**src/design/thop_pkg.sv**
```systemverilog
// Package for the TCP header and option parser.
// Holds constants, the option walk phase type and the result record type.
package thop_pkg;

    localparam int DefMaxSackBlocks = 4;
    localparam int FixedLen         = 20;
    localparam int SackBlockBytes   = 8;
    localparam int OptHdrBytes      = 2;

    localparam logic [1:0] ST_OK        = 2'd0;
    localparam logic [1:0] ST_SHORT     = 2'd1;
    localparam logic [1:0] ST_BAD_OFF   = 2'd2;
    localparam logic [1:0] ST_TRUNCATED = 2'd3;

    localparam logic [7:0] OPT_EOL      = 8'd0;
    localparam logic [7:0] OPT_NOP      = 8'd1;
    localparam logic [7:0] OPT_MSS      = 8'd2;
    localparam logic [7:0] OPT_WSCALE   = 8'd3;
    localparam logic [7:0] OPT_SACKPERM = 8'd4;
    localparam logic [7:0] OPT_SACK     = 8'd5;

    localparam logic REC_SACK    = 1'b0;
    localparam logic REC_SUMMARY = 1'b1;

    typedef enum logic [1:0] {
        PH_KIND = 2'd0,
        PH_LEN  = 2'd1,
        PH_BODY = 2'd2,
        PH_STOP = 2'd3
    } t_phase;

    typedef struct packed {
        logic        record_kind;
        logic [1:0]  status;
        logic [15:0] source_port;
        logic [15:0] destination_port;
        logic [31:0] word_a;
        logic [31:0] word_b;
        logic [15:0] window_size;
        logic [15:0] header_checksum;
        logic [15:0] urgent_pointer;
        logic [5:0]  header_length;
        logic [15:0] mss_value;
        logic [11:0] option_summary;
    } t_record;

endpackage

```
**src/design/thop_if.sv**
```systemverilog
// Channel interfaces for the TCP header and option parser.
// The record fields are declared one by one; nothing from thop_pkg is used.
interface thop_in_if;
    logic       valid;
    logic       ready;
    logic [7:0] data_byte;
    logic       end_of_buffer;
    modport source (output valid, output data_byte, output end_of_buffer, input ready);
    modport sink   (input valid, input data_byte, input end_of_buffer, output ready);
endinterface

interface thop_out_if;
    logic        valid;
    logic        ready;
    logic        record_kind;
    logic [1:0]  status;
    logic [15:0] source_port;
    logic [15:0] destination_port;
    logic [31:0] word_a;
    logic [31:0] word_b;
    logic [15:0] window_size;
    logic [15:0] header_checksum;
    logic [15:0] urgent_pointer;
    logic [5:0]  header_length;
    logic [15:0] mss_value;
    logic [11:0] option_summary;
    modport source (output valid, output record_kind, output status, output source_port,
                    output destination_port, output word_a, output word_b,
                    output window_size, output header_checksum, output urgent_pointer,
                    output header_length, output mss_value, output option_summary,
                    input ready);
    modport sink   (input valid, input record_kind, input status, input source_port,
                    input destination_port, input word_a, input word_b,
                    input window_size, input header_checksum, input urgent_pointer,
                    input header_length, input mss_value, input option_summary,
                    output ready);
endinterface

```
**src/design/thop_core.sv**
```systemverilog
// Per-byte parse state and record generation for the TCP header parser.
// Depends on thop_pkg; produces up to two records for each accepted byte.
module thop_core #(
    parameter int MAX_SACK_BLOCKS = thop_pkg::DefMaxSackBlocks
) (
    input  logic              i_clk,
    input  logic              i_rst_n,
    input  logic              i_en,
    input  logic [7:0]        i_byte,
    input  logic              i_last,
    output logic              o_sack_valid,
    output thop_pkg::t_record o_sack_rec,
    output logic              o_sum_valid,
    output thop_pkg::t_record o_sum_rec
);
    import thop_pkg::*;

    logic [5:0]  r_pos, n_pos;
    logic [5:0]  r_off, n_off;
    logic [31:0] r_ports, n_ports;
    logic [63:0] r_seqack, n_seqack;
    logic [47:0] r_wcu, n_wcu;
    t_phase      r_phase, n_phase;
    logic [7:0]  r_kind, n_kind;
    logic [5:0]  r_left, n_left;
    logic [5:0]  r_tot, n_tot;
    logic [15:0] r_mss, n_mss;
    logic [7:0]  r_ws, n_ws;
    logic [3:0]  r_flags, n_flags;
    logic [63:0] r_sack, n_sack;
    logic [2:0]  r_nsack, n_nsack;
    logic        r_fin, n_fin;

    logic [5:0]  rem;
    logic [5:0]  kidx;
    logic [1:0]  sum_status;
    logic        in_opt;

    always_comb begin
        n_pos = r_pos; n_off = r_off; n_ports = r_ports; n_seqack = r_seqack;
        n_wcu = r_wcu; n_phase = r_phase; n_kind = r_kind; n_left = r_left;
        n_tot = r_tot; n_mss = r_mss; n_ws = r_ws; n_flags = r_flags;
        n_sack = r_sack; n_nsack = r_nsack; n_fin = r_fin;
        o_sack_valid = 1'b0;
        o_sum_valid  = 1'b0;
        sum_status   = ST_OK;
        rem    = r_off - r_pos;
        kidx   = (r_tot - 6'(OptHdrBytes)) - r_left;
        in_opt = (r_pos >= 6'(FixedLen)) && (r_pos < r_off);
        if (!r_fin) begin
            if (r_pos < 6'd4) begin
                n_ports = {r_ports[23:0], i_byte};
            end else if (r_pos < 6'd12) begin
                n_seqack = {r_seqack[55:0], i_byte};
            end else if (r_pos == 6'd12) begin
                n_off = {i_byte[7:4], 2'b00};
            end else if (r_pos >= 6'd14 && r_pos < 6'(FixedLen)) begin
                n_wcu = {r_wcu[39:0], i_byte};
            end else if (in_opt) begin
                case (r_phase)
                    PH_KIND: begin
                        if (i_byte == OPT_EOL) begin
                            n_phase = PH_STOP;
                        end else if (i_byte == OPT_NOP) begin
                            n_phase = PH_KIND;
                        end else if (rem <= 6'd2) begin
                            n_phase = PH_STOP;
                        end else begin
                            n_kind  = i_byte;
                            n_phase = PH_LEN;
                        end
                    end
                    PH_LEN: begin
                        if (i_byte < 8'(OptHdrBytes) || i_byte > ({2'b00, rem} + 8'd1)) begin
                            n_phase = PH_STOP;
                        end else begin
                            n_tot = i_byte[5:0];
                            if (r_kind == OPT_SACK && i_byte > 8'(OptHdrBytes))
                                n_flags[3] = 1'b1;
                            if (r_kind == OPT_SACKPERM && i_byte == 8'd2)
                                n_flags[2] = 1'b1;
                            n_sack = '0;
                            if (i_byte == 8'(OptHdrBytes)) begin
                                n_phase = PH_KIND;
                            end else begin
                                n_left  = i_byte[5:0] - 6'(OptHdrBytes);
                                n_phase = PH_BODY;
                            end
                        end
                    end
                    PH_BODY: begin
                        n_sack = {r_sack[55:0], i_byte};
                        if (r_kind == OPT_SACK && kidx[2:0] == 3'(SackBlockBytes - 1)
                            && r_nsack < 3'(MAX_SACK_BLOCKS)) begin
                            o_sack_valid = 1'b1;
                            n_nsack = r_nsack + 3'd1;
                        end
                        n_left = r_left - 6'd1;
                        if (n_left == 6'd0) begin
                            if (r_kind == OPT_MSS && r_tot == 6'd4) begin
                                n_mss = n_sack[15:0];
                                n_flags[0] = 1'b1;
                            end else if (r_kind == OPT_WSCALE && r_tot == 6'd3) begin
                                n_ws = n_sack[7:0];
                                n_flags[1] = 1'b1;
                            end
                            n_phase = PH_KIND;
                        end
                    end
                    default: n_phase = r_phase;
                endcase
            end
            n_pos = r_pos + 6'd1;
            if (r_pos < 6'(FixedLen - 1)) begin
                if (i_last) begin
                    o_sum_valid = 1'b1; sum_status = ST_SHORT; n_fin = 1'b1;
                end
            end else if (r_pos == 6'(FixedLen - 1) && n_off < 6'(FixedLen)) begin
                o_sum_valid = 1'b1; sum_status = ST_BAD_OFF; n_fin = 1'b1;
            end else if ({1'b0, r_pos} + 7'd1 >= {1'b0, n_off}) begin
                o_sum_valid = 1'b1; sum_status = ST_OK; n_fin = 1'b1;
            end else if (i_last) begin
                o_sum_valid = 1'b1; sum_status = ST_TRUNCATED; n_fin = 1'b1;
            end
        end

        o_sack_rec             = '0;
        o_sack_rec.record_kind = REC_SACK;
        o_sack_rec.word_a      = n_sack[63:32];
        o_sack_rec.word_b      = n_sack[31:0];

        o_sum_rec             = '0;
        o_sum_rec.record_kind = REC_SUMMARY;
        o_sum_rec.status      = sum_status;
        if (sum_status != ST_SHORT) begin
            o_sum_rec.source_port      = n_ports[31:16];
            o_sum_rec.destination_port = n_ports[15:0];
            o_sum_rec.word_a           = n_seqack[63:32];
            o_sum_rec.word_b           = n_seqack[31:0];
            o_sum_rec.window_size      = n_wcu[47:32];
            o_sum_rec.header_checksum  = n_wcu[31:16];
            o_sum_rec.urgent_pointer   = n_wcu[15:0];
            o_sum_rec.header_length    = n_off;
            if (sum_status == ST_OK) begin
                o_sum_rec.mss_value      = n_mss;
                o_sum_rec.option_summary = {n_ws, n_flags};
            end
        end
    end

    always_ff @(posedge i_clk) begin
        if (!i_rst_n || (i_en && i_last)) begin
            r_pos <= '0; r_off <= '0; r_ports <= '0; r_seqack <= '0; r_wcu <= '0;
            r_phase <= PH_KIND; r_kind <= '0; r_left <= '0; r_tot <= '0;
            r_mss <= '0; r_ws <= '0; r_flags <= '0; r_sack <= '0;
            r_nsack <= '0; r_fin <= 1'b0;
        end else if (i_en) begin
            r_pos <= n_pos; r_off <= n_off; r_ports <= n_ports; r_seqack <= n_seqack;
            r_wcu <= n_wcu; r_phase <= n_phase; r_kind <= n_kind; r_left <= n_left;
            r_tot <= n_tot; r_mss <= n_mss; r_ws <= n_ws; r_flags <= n_flags;
            r_sack <= n_sack; r_nsack <= n_nsack; r_fin <= n_fin;
        end
    end
endmodule

```
**src/design/thop_out_buf.sv**
```systemverilog
// Two-entry result buffer for the TCP header parser.
// Depends on thop_pkg; holds the SACK and summary records of one byte.
module thop_out_buf (
    input  logic              i_clk,
    input  logic              i_rst_n,
    input  logic              i_load,
    input  logic              i_a_valid,
    input  thop_pkg::t_record i_a,
    input  logic              i_b_valid,
    input  thop_pkg::t_record i_b,
    input  logic              i_ready,
    output logic              o_empty_next,
    output logic              o_valid,
    output thop_pkg::t_record o_rec
);
    import thop_pkg::*;

    logic    r_v0, r_v1;
    t_record r_e0, r_e1;
    logic    pop;

    assign pop          = r_v0 && i_ready;
    assign o_valid      = r_v0;
    assign o_rec        = r_e0;
    assign o_empty_next = !r_v1 && (!r_v0 || i_ready);

    always_ff @(posedge i_clk) begin
        if (!i_rst_n) begin
            r_v0 <= 1'b0;
            r_v1 <= 1'b0;
        end else if (i_load) begin
            r_v0 <= i_a_valid || i_b_valid;
            r_v1 <= i_a_valid && i_b_valid;
        end else if (pop) begin
            r_v0 <= r_v1;
            r_v1 <= 1'b0;
        end
    end

    always_ff @(posedge i_clk) begin
        if (i_load) begin
            r_e0 <= i_a_valid ? i_a : i_b;
            r_e1 <= i_b;
        end else if (pop) begin
            r_e0 <= r_e1;
        end
    end
endmodule

```
**src/design/tcp_header_option_parser_unit.sv**
```systemverilog
// TCP header and option parser: one segment byte per cycle in, header summary
// and SACK block records out. A byte is accepted in every cycle while the result
// buffer drains; a byte that yields a SACK record and the summary fills both
// entries, so ready drops until one is sent. Depends on thop_pkg, thop_if.
module tcp_header_option_parser_unit #(
    parameter int MAX_SACK_BLOCKS = thop_pkg::DefMaxSackBlocks
) (
    input  logic       i_clk,
    input  logic       i_rst_n,
    thop_in_if.sink    i_in,
    thop_out_if.source o_out
);
    import thop_pkg::*;

    logic    accept, sack_v, sum_v, empty_next;
    t_record sack_rec, sum_rec, rec;

    assign i_in.ready = empty_next;
    assign accept     = i_in.valid && empty_next;

    thop_core #(.MAX_SACK_BLOCKS(MAX_SACK_BLOCKS)) u_core (
        .i_clk, .i_rst_n, .i_en(accept), .i_byte(i_in.data_byte),
        .i_last(i_in.end_of_buffer), .o_sack_valid(sack_v), .o_sack_rec(sack_rec),
        .o_sum_valid(sum_v), .o_sum_rec(sum_rec)
    );

    thop_out_buf u_buf (
        .i_clk, .i_rst_n, .i_load(accept), .i_a_valid(sack_v), .i_a(sack_rec),
        .i_b_valid(sum_v), .i_b(sum_rec), .i_ready(o_out.ready),
        .o_empty_next(empty_next), .o_valid(o_out.valid), .o_rec(rec)
    );

    assign o_out.record_kind      = rec.record_kind;
    assign o_out.status           = rec.status;
    assign o_out.source_port      = rec.source_port;
    assign o_out.destination_port = rec.destination_port;
    assign o_out.word_a           = rec.word_a;
    assign o_out.word_b           = rec.word_b;
    assign o_out.window_size      = rec.window_size;
    assign o_out.header_checksum  = rec.header_checksum;
    assign o_out.urgent_pointer   = rec.urgent_pointer;
    assign o_out.header_length    = rec.header_length;
    assign o_out.mss_value        = rec.mss_value;
    assign o_out.option_summary   = rec.option_summary;
endmodule
```
**src/flat_wrapper.sv**
```systemverilog
// flat-port wrapper written by rule: the top's interface ports become plain ports
module tcp_header_option_parser_unit_flat import thop_pkg::*;
#(
    parameter int MAX_SACK_BLOCKS = thop_pkg::DefMaxSackBlocks
)
  (i_clk, i_rst_n, i_in_valid, i_in_data_byte, i_in_end_of_buffer, i_in_ready, o_out_valid, o_out_record_kind, o_out_status, o_out_source_port, o_out_destination_port, o_out_word_a, o_out_word_b, o_out_window_size, o_out_header_checksum, o_out_urgent_pointer, o_out_header_length, o_out_mss_value, o_out_option_summary, o_out_ready);
  thop_in_if i_in_i ();
  thop_out_if o_out_i ();
  input  logic i_clk;
  input  logic i_rst_n;
  input wire logic [$bits(i_in_i.valid)-1:0] i_in_valid;
  input wire logic [$bits(i_in_i.data_byte)-1:0] i_in_data_byte;
  input wire logic [$bits(i_in_i.end_of_buffer)-1:0] i_in_end_of_buffer;
  output wire logic [$bits(i_in_i.ready)-1:0] i_in_ready;
  output wire logic [$bits(o_out_i.valid)-1:0] o_out_valid;
  output wire logic [$bits(o_out_i.record_kind)-1:0] o_out_record_kind;
  output wire logic [$bits(o_out_i.status)-1:0] o_out_status;
  output wire logic [$bits(o_out_i.source_port)-1:0] o_out_source_port;
  output wire logic [$bits(o_out_i.destination_port)-1:0] o_out_destination_port;
  output wire logic [$bits(o_out_i.word_a)-1:0] o_out_word_a;
  output wire logic [$bits(o_out_i.word_b)-1:0] o_out_word_b;
  output wire logic [$bits(o_out_i.window_size)-1:0] o_out_window_size;
  output wire logic [$bits(o_out_i.header_checksum)-1:0] o_out_header_checksum;
  output wire logic [$bits(o_out_i.urgent_pointer)-1:0] o_out_urgent_pointer;
  output wire logic [$bits(o_out_i.header_length)-1:0] o_out_header_length;
  output wire logic [$bits(o_out_i.mss_value)-1:0] o_out_mss_value;
  output wire logic [$bits(o_out_i.option_summary)-1:0] o_out_option_summary;
  input wire logic [$bits(o_out_i.ready)-1:0] o_out_ready;
  assign i_in_i.valid = i_in_valid;
  assign i_in_i.data_byte = i_in_data_byte;
  assign i_in_i.end_of_buffer = i_in_end_of_buffer;
  assign i_in_ready = i_in_i.ready;
  assign o_out_valid = o_out_i.valid;
  assign o_out_record_kind = o_out_i.record_kind;
  assign o_out_status = o_out_i.status;
  assign o_out_source_port = o_out_i.source_port;
  assign o_out_destination_port = o_out_i.destination_port;
  assign o_out_word_a = o_out_i.word_a;
  assign o_out_word_b = o_out_i.word_b;
  assign o_out_window_size = o_out_i.window_size;
  assign o_out_header_checksum = o_out_i.header_checksum;
  assign o_out_urgent_pointer = o_out_i.urgent_pointer;
  assign o_out_header_length = o_out_i.header_length;
  assign o_out_mss_value = o_out_i.mss_value;
  assign o_out_option_summary = o_out_i.option_summary;
  assign o_out_i.ready = o_out_ready;
  tcp_header_option_parser_unit #(.MAX_SACK_BLOCKS(MAX_SACK_BLOCKS)) u_core (.i_clk(i_clk), .i_rst_n(i_rst_n), .i_in(i_in_i), .o_out(o_out_i));
endmodule
```
**config.mk**
```make
export PLATFORM = sky130hd
export DESIGN_NAME = tcp_header_option_parser_unit_flat
export DESIGN_NICKNAME = d
export VERILOG_FILES = /design/src/design/thop_pkg.sv /design/src/design/thop_if.sv /design/src/design/thop_core.sv /design/src/design/thop_out_buf.sv /design/src/design/tcp_header_option_parser_unit.sv /design/src/flat_wrapper.sv
export SDC_FILE = /design/constraint.sdc
export NUM_CORES = 1
export LEC_CHECK = 0
export BUFFER_PORTS_ARGS = -buffer_cell sky130_fd_sc_hd__buf_2
export CORE_ASPECT_RATIO = 0.5
export CORE_MARGIN = 1.5
export CORE_UTILIZATION = 48
export DETAILED_ROUTE_END_ITERATION = 12
export PLACE_DENSITY = 0.68
export SETUP_SLACK_MARGIN = 0.02
export SKIP_LAST_GASP = 1
export SYNTH_ARGS = -nofsm -noshare
export SYNTH_HDL_FRONTEND = slang
export SYNTH_SLANG_ARGS = --single-unit
```
**constraint.sdc**
```tcl
create_clock -name i_clk -period 6.8 [get_ports i_clk]
set_input_delay 0.68 -clock i_clk [delete_from_list [all_inputs] [get_ports i_clk]]
set_output_delay 0.68 -clock i_clk [all_outputs]
set_load 0.02 [all_outputs]
```
==> results of run 1 <==
==> worst paths after layout <==
kind	slack (ns)	cells after the start	from	end
worst max-delay path	2.00	14	u_core.u_core.r_pos[2]	u_core.u_buf.o_rec[83]
worst min-delay path	0.37	3	i_rst_n	u_core.u_buf.o_valid
worst max register to register	2.00	14	u_core.u_core.r_pos[2]	u_core.u_buf.o_rec[83]
worst min register to register	0.46	2	u_core.u_core.r_wcu[43]	u_core.u_core.r_wcu[43]
==> per-stage QoR <==
| step | setup WS [ns] | power [W] | hold slack (ns) | instances | cell area, um^2 |
|---|---|---|---|---|---|
| 6_report | 1.996 | 0.008194 | 0.3719 | 3394 | 30590 |
| 5_1_grt | 1.606 | 0.008459 | 0.3918 | 3394 | 30590 |
| 4_1_cts | 2.063 | 0.008252 | 0.3441 | 3394 | 30590 |
| 3_5_place_dp | 2.120 | 0.005049 | 0.4461 | 3288 | 28740 |
| 3_3_place_gp | 2.230 | 0.005032 | 0.4408 | 3288 | 28740 |
| 2_1_floorplan | 0.3716 | 0.004834 | 0.4303 | 2507 | 27380 |
==> cells in the final DEF, fill, tap and decap left out, drive strengths merged, types with 3 or more instances in the layout <==
cell / Yosys / final
inv: 25 / 28
a32o: 5 / 5
clkinv: 0 / 16
nand4: 6 / 6
or3b: 3 / 3
bufinv: 0 / 5
and2: 6 / 6
clkbuf: 137 / 81
or2: 4 / 4
dfxtp: 276 / 276
o31a: 3 / 3
nor3b: 6 / 6
edfxtp: 361 / 361
o21a: 7 / 7
nand3: 27 / 27
or3: 6 / 6
buf: 63 / 225
o31ai: 69 / 69
a21o: 4 / 4
xor2: 8 / 8
xnor2: 16 / 16
or4: 7 / 7
nor3: 14 / 14
ha: 34 / 34
nor4: 15 / 15
nand2b: 8 / 8
mux2i: 203 / 203
a31oi: 8 / 8
nor2: 315 / 315
o21ai: 139 / 139
a21oi: 115 / 115
a221o: 63 / 63
nand2: 384 / 384
a211oi: 68 / 68
nor2b: 7 / 7
a22o: 66 / 66
and3: 4 / 4
==> power breakdown <==
| group | total (W) | internal (W) | switching (W) |
|---|---|---|---|
| Clock | 0.00323 | 0.00181 | 0.00142 |
| Combinational | 0.000640 | 0.000172 | 0.000468 |
| Sequential | 0.00432 | 0.00425 | 0.0000727 |
==> metal layers <==
layer  GRT usage  wire (um)
met5           0          0
met3     0.03232       3533
met4     0.04947       1162
met2      0.3687      31690
met1      0.3149      30570
==> tightest hold or removal path, stage by stage <==
cell	delay [ns]
buf_2	0.14
o21ai_0	0.08
a31oi_1	0.04
==> sequential cells by signal, summed over array words and instances, names as in the netlist <==
register	count
u_core.u_buf.o_rec	181
u_core.u_buf.r_e1	180
u_core.u_core.r_sack	64
u_core.u_core.r_seqack	64
u_core.u_core.r_wcu	48
u_core.u_core.r_ports	32
u_core.u_core.r_mss	16
u_core.u_core.r_kind	8
u_core.u_core.r_ws	8
u_core.u_core.r_left	6
u_core.u_core.r_off	6
u_core.u_core.r_pos	6
u_core.u_core.r_tot	6
u_core.u_core.r_flags	4
u_core.u_core.r_nsack	3
u_core.u_core.r_phase	2
u_core.u_buf.o_valid	1
u_core.u_buf.r_v1	1
u_core.u_core.r_fin	1
==> logic make-up after synthesis <==
logic type / after synthesis / synth area share
buffers and inverters: 225 / 0.03624
adder cells (fa/ha/maj): 35 / 0.01627
AND/OR/NAND/NOR: 818 / 0.1255
AO/OA/AOI/OAI: 565 / 0.1422
multiplexers: 203 / 0.07422
flip-flops: 637 / 0.5978
XOR/XNOR: 24 / 0.007678
==> final cells by class <==
cell class	count	area, um^2
fillers	4765	25350
flip-flops and latches	637	16370
multi-input cells	1645	10100
clock buffers	81	1577
repair buffers	225	1226
well taps	756	945.9
clock inverters	25	280.3
inverters	25	101.3
==> metrics.md, run 1 <==
| Metric | Value |
|---|---|
| Status | complete, no violations |
| Pwr Density | 267.8 mW/mm^2 |
| Worst path top cell family by delay | compound AO/OA/AOI/OAI gates |
| CTS Buf Count | 56 |
| Async SR Flop Fraction | 0 |
| Layout Nets | 2638 |
| Root buf cell | clkbuf_16 |
| Initial antenna violation count | 2 |
| GRT Total Usage | 0.2237 |
| Synth Area per Inst | 10.92 um^2 |
| Yosys cell types | 70 |
| Register bit total from synthesis | 637 |
| DR vias/cell | 5.669 |
| Post-CTS sizing | 0 |
| Postcts setup bufs | 0 |
| Post-synthesis net count | 2555 |
| WL per Instance | 19.73 um |
| Period utilisation layout | 0.7065 |
| Slowest-stage cell, CP | buf_4 |
| Top-area cell type share of the netlist area | 0.3960 |
| Final Setup Violations | 0 |
| Clock Pin Slew Worst Setup and Hold Paths | 0.07 ns |
| Synth area leader | edfxtp_1 |
| Seq/Total Area, Yosys | 0.5978 |
| Data required, critical path | 7.26 ns |
| CP bufs+invs | 2 |
| CTS tree | done |
| Share of layout cells above drive strength 1 | 0.1281 |
| Vias | 19240 |
| # IOs | 196 |
| Htree depth | 2 |
| Critical Path AT | 5.27 ns |
| Port Buf Inserts | 195 |
| Max incr delay on CP | 0.66 ns |
| Top_reg_cell synth | edfxtp_1 |
| CTS sink count | 637 |
| Clock Path Buffers | 3 |
| Area delta synth->final | 11.75% |
| Core Util, Final | 0.5469 |
| First-pass GRT wire length | 104000 um |
| Row count | 61 |
| Min Tclk post-route | 4.805 ns |
| CP endpoint kind | flip-flop |
| Drt pass-1 iters | 5 |
| Most area-consuming cells after synthesis | edfxtp_1, dfxtp_1, mux2i_1 |
| Residual DRC | 0 |
| ANT nets after route | 0 |
| Post-synth EDFFs | 361 |
| Initial core utilization | 0.4893 |
| Vias in the first global route | 18030 |
| Post-Syn Area | 0.02738 mm^2 |
| Peak supply drop | 0.0001928 V |
| Die H | 171.9 um |
| Mapped Cells | 2507 |
| Commonest cells in the netlist | nand2_1, edfxtp_1, nor2_1, dfxtp_1, mux2i_1 |
| Worst-Margin Slew | 1.200 ns |
| Synth Warn # | 0 |
| Congestion Overflow GR | 0 |
| # hold bufs at CTS | 0 |
| Top-count cell post-synth | nand2_1 |
| Leakage | 11.42 nW |
| Core ar. | 0.05594 mm^2 |
| Clock Skew | 0.02284 ns |
| HPWL Detailed | 39580 um |
| Iter 0 DRT Violations | 1633 |
| Total of max-cap violations | 0 |
| Max_slew headroom | 0.1982 |
| Max Fclk | 208.1 MHz |
| Crit Path Max Fanout | 63 |
| WL final | 66960 um |
| Post-route setup TNS | 0 ns |
| Critical Path Most Common Cell | ha_1 |
| # diodes | 0 |
| CP startpoint kind | flip-flop |
| Die ar. | 0.05856 mm^2 |
| Setup CP Type | flip-flop to flip-flop |
| Hold Path Class | input pin to flip-flop |
| Clk Latency, worst-skew pair | 0.61 ns |
| Setup repair after global routing missed its margin | false |
| Pin count of the biggest net entering global routing | 152 |
| Final-report max-slew violation count | 0 |
| Die Width | 340.7 um |
| Final hold vios | 0 |
| Worst path cell trace | inv_1, ha_1, o21a_1, o31a_1, o311ai_1, xnor2_1, ha_1, nand4b_1, o21ai_0, a211oi_1, o21ai_1, a21oi_4, buf_4, a221o_1 |
| GPL Wtd Cong | 0.8989 |
(Power assumes the default switching activity.)
==> run 2: changes to the inputs <==
--- a/config.mk
+++ b/config.mk
@@ -10,7 +10,7 @@
 export CORE_MARGIN = 1.5
 export CORE_UTILIZATION = 48
 export DETAILED_ROUTE_END_ITERATION = 12
-export PLACE_DENSITY = 0.68
+export PLACE_DENSITY = 0.66
 export SETUP_SLACK_MARGIN = 0.02
 export SKIP_LAST_GASP = 1
 export SYNTH_ARGS = -nofsm -noshare
==> constraint.sdc (replaced) <==
create_clock -name i_clk -period 4.57 [get_ports i_clk]
set_input_delay 0.457 -clock i_clk [delete_from_list [all_inputs] [get_ports i_clk]]
set_output_delay 0.457 -clock i_clk [all_outputs]
set_load 0.02 [all_outputs]
==> run 2 against run 1 <==
  * Sequential cell count did not move
  * Total power rose by 49%
  * Final cell count rose by 0.56%
  * Fmax rose by 14%
  * Cell area rose by 1.0%
==> metrics.md, run 2 (synthesized netlist as in run 1, its figures left out) <==
| Metric | Value |
|---|---|
| ANT nets after route | 0 (unchanged) |
| Hold Path Sink | u_core.u_buf.r_v1 |
| # diodes | 0 (unchanged) |
| Setup repair after global routing missed its margin | false |
| Reg2reg end | u_core.u_buf.o_rec[143] |
| CP endpoint kind | flip-flop |
| Worst path cell trace | inv_1, ha_1, o21a_1, o31a_1, o311ai_1, xnor2_1, ha_1, nand4b_1, o21ai_0, a211oi_2, o21ai_2, a21oi_4, buf_12, a221o_1 |
| DR vias/cell | 5.701 (+0.58%) |
| Share of layout cells above drive strength 1 | 0.1370 (+0.008869) |
| WL per Instance | 19.78 um (+0.26%) |
| Critical Path AT | 4.58 ns (-0.69 ns) |
| Die Width | 340.7 um (unchanged) |
| Slowest-stage cell, CP | o311ai_1 |
| Total of max-cap violations | 0 (unchanged) |
| Initial antenna violation count | 0 (-2) |
| Port Buf Inserts | 195 (unchanged) |
| Pin count of the biggest net entering global routing | 164 (+7.9%) |
| Final Setup Violations | 0 (unchanged) |
| GPL Wtd Cong | 0.8955 (-0.38%) |
| Congestion Overflow GR | 0 (unchanged) |
| Peak supply drop | 0.0003328 V (+73%) |
| CP bufs+invs | 2 (unchanged) |
| Initial core utilization | 0.4893 (unchanged) |
| Setup WS pre-CTS | 0.2555 ns (-1.864 ns) |
| CTS tree | done |
| Worst path top cell family by delay | compound AO/OA/AOI/OAI gates |
| Final hold vios | 0 (unchanged) |
| Max_slew headroom | 0.2020 (+0.003876) |
| Data required, critical path | 4.92 ns (-2.34 ns) |
| Core ar. | 0.05594 mm^2 (unchanged) |
| CP startpoint kind | flip-flop |
| Post-route setup TNS | 0 ns (unchanged) |
| GRT Total Usage | 0.2230 (-0.0007093) |
| R2R Setup Slk | 0.34 ns (-1.66 ns) |
| Period utilisation layout | 0.9261 (+0.2196) |
| Min Tclk post-route | 4.232 ns (-0.5721 ns) |
| Htree depth | 2 (unchanged) |
| Iter 0 DRT Violations | 1821 (+12%) |
| CTS sink count | 637 (unchanged) |
| Root buf cell | clkbuf_16 |
| First-pass GRT wire length | 103900 um (-0.11%) |
| Post-CTS sizing | 0 (unchanged) |
| Hold depth | 3 (unchanged) |
| # hold bufs at CTS | 0 (unchanged) |
| FF-to-FF path depth | 14 (unchanged) |
| CTS Buf Count | 58 (+3.6%) |
| Critical Path Most Common Cell | ha_1 |
| Hold Path Class | input pin to flip-flop |
| # IOs | 196 (unchanged) |
| Clk Latency, worst-skew pair | 0.62 ns (about the same) |
| Residual DRC | 0 (unchanged) |
| Clock Pin Slew Worst Setup and Hold Paths | 0.06 ns (about the same) |
| Vias | 19460 (+1.1%) |
| Core Util, Final | 0.5523 (+0.005457) |
| Crit Path Max Fanout | 49 (-22%) |
| Layout Nets | 2656 (+0.68%) |
| Area delta synth->final | 12.87% |
| Most common cell after layout, fill and taps aside | nand2_1 |
| Pwr Density | 396.3 mW/mm^2 (+48%) |
| Clock Skew | 0.02178 ns (-0.001054 ns) |
| Vias in the first global route | 17900 (-0.74%) |
| Reg-to-Reg Start | u_core.u_core.r_pos[3] |
| Max Fclk | 236.3 MHz (+14%) |
| Drt pass-1 iters | 6 (+1) |
| HPWL Detailed | 40870 um (+3.3%) |
| WL final | 67510 um (+0.82%) |
| Max incr delay on CP | 0.53 ns (-0.13 ns) |
| Row count | 61 (unchanged) |
| Die ar. | 0.05856 mm^2 (unchanged) |
| Worst-Margin Slew | 1.197 ns (-0.002967 ns) |
| Most frequent cells in the layout | nand2_1, edfxtp_1, nor2_1, dfxtp_1, mux2i_1 |
| Postcts setup bufs | 0 (unchanged) |
| Hold wc startpoint | i_rst_n |
| Setup ws final | 0.3376 ns (-1.658 ns) |
| Clock Path Buffers | 3 (unchanged) |
| Status | complete, no violations |
| Leakage | 11.57 nW (+1.2%) |
| Final-report max-slew violation count | 0 (unchanged) |
| Largest register FFs | 181 (unchanged) |
| Setup CP Type | flip-flop to flip-flop |
| Die H | 171.9 um (unchanged) |
[run 2: cell types whose count changed in the layout (fill, tap and decap cells not counted), sizes merged]
| cell | previous run | this run |
|---|---|---|
| inv | 28 | 33 |
| clkbuf | 81 | 85 |
| buf | 225 | 241 |
| clkinvlp | 1 | 3 |
| clkinv | 16 | 12 |
| bufinv | 5 | 1 |
[run 2: worst reg2reg max path, cell delays in order (launching register included)]
cell and delay (ns):
dfxtp_1 0.51, inv_1 0.16, ha_1 0.39, o21a_1 0.15, o31a_1 0.12, o311ai_1 0.53
xnor2_1 0.16, ha_1 0.33, nand4b_1 0.12, o21ai_0 0.30, a211oi_2 0.13, o21ai_2 0.39
a21oi_4 0.13, buf_12 0.22, a221o_1 0.34
[run 2: worst max-delay path by stage]
stage	startpoint	end	slack [ns]	cells after the start
global placement	u_core.u_core.r_pos[3]	u_core.u_buf.o_rec[112]	0.35	16
detailed placement	u_core.u_core.r_pos[3]	u_core.u_buf.o_rec[143]	0.26	14
CTS	u_core.u_core.r_pos[3]	u_core.u_buf.o_rec[105]	0.22	14
finish	u_core.u_core.r_pos[3]	u_core.u_buf.o_rec[143]	0.34	14
global route	u_core.u_core.r_pos[3]	u_core.u_buf.o_rec[105]	0.09	16
floorplan	u_core.u_buf.o_valid	u_core.u_buf.o_rec[0]	0.12	7
[run 2: cell type report]
| type | count | area (um^2) |
|---|---|---|
| clock buffers | 85 | 1695 |
| clock inverters | 24 | 191.4 |
| fillers | 4838 | 25050 |
| inverters | 25 | 101.3 |
| multi-input cells | 1645 | 10120 |
| flip-flops and latches | 637 | 16370 |
| well taps | 756 | 945.9 |
| repair buffers | 241 | 1484 |
[run 2: metrics by stage]
stage	instance area [um^2]	hold slack [ns]	power [W]	std cells
finish	30900	0.1470	0.01225	3413
detailed placement	29000	0.4458	0.007530	3304
CTS	30890	0.1160	0.01235	3413
floorplan	27380	0.4303	0.007184	2507
global placement	29000	0.4408	0.007513	3304
global route	30900	0.1533	0.01265	3413
[run 2: power breakdown]
part / internal [W] / switching, W
registers: 0.00632 / 0.000104
clock network: 0.00265 / 0.00219
logic: 0.000272 / 0.000704
[run 2: metal layers]
metal | vias to the layer above | wire [um] | track usage
met5 | - | 0 | 0
met4 | 0 | 1183 | 0.05043
met3 | 94 | 3202 | 0.03122
met2 | 481 | 31920 | 0.3643
met1 | 9563 | 31200 | 0.3168
li1 | 9321 | - | -
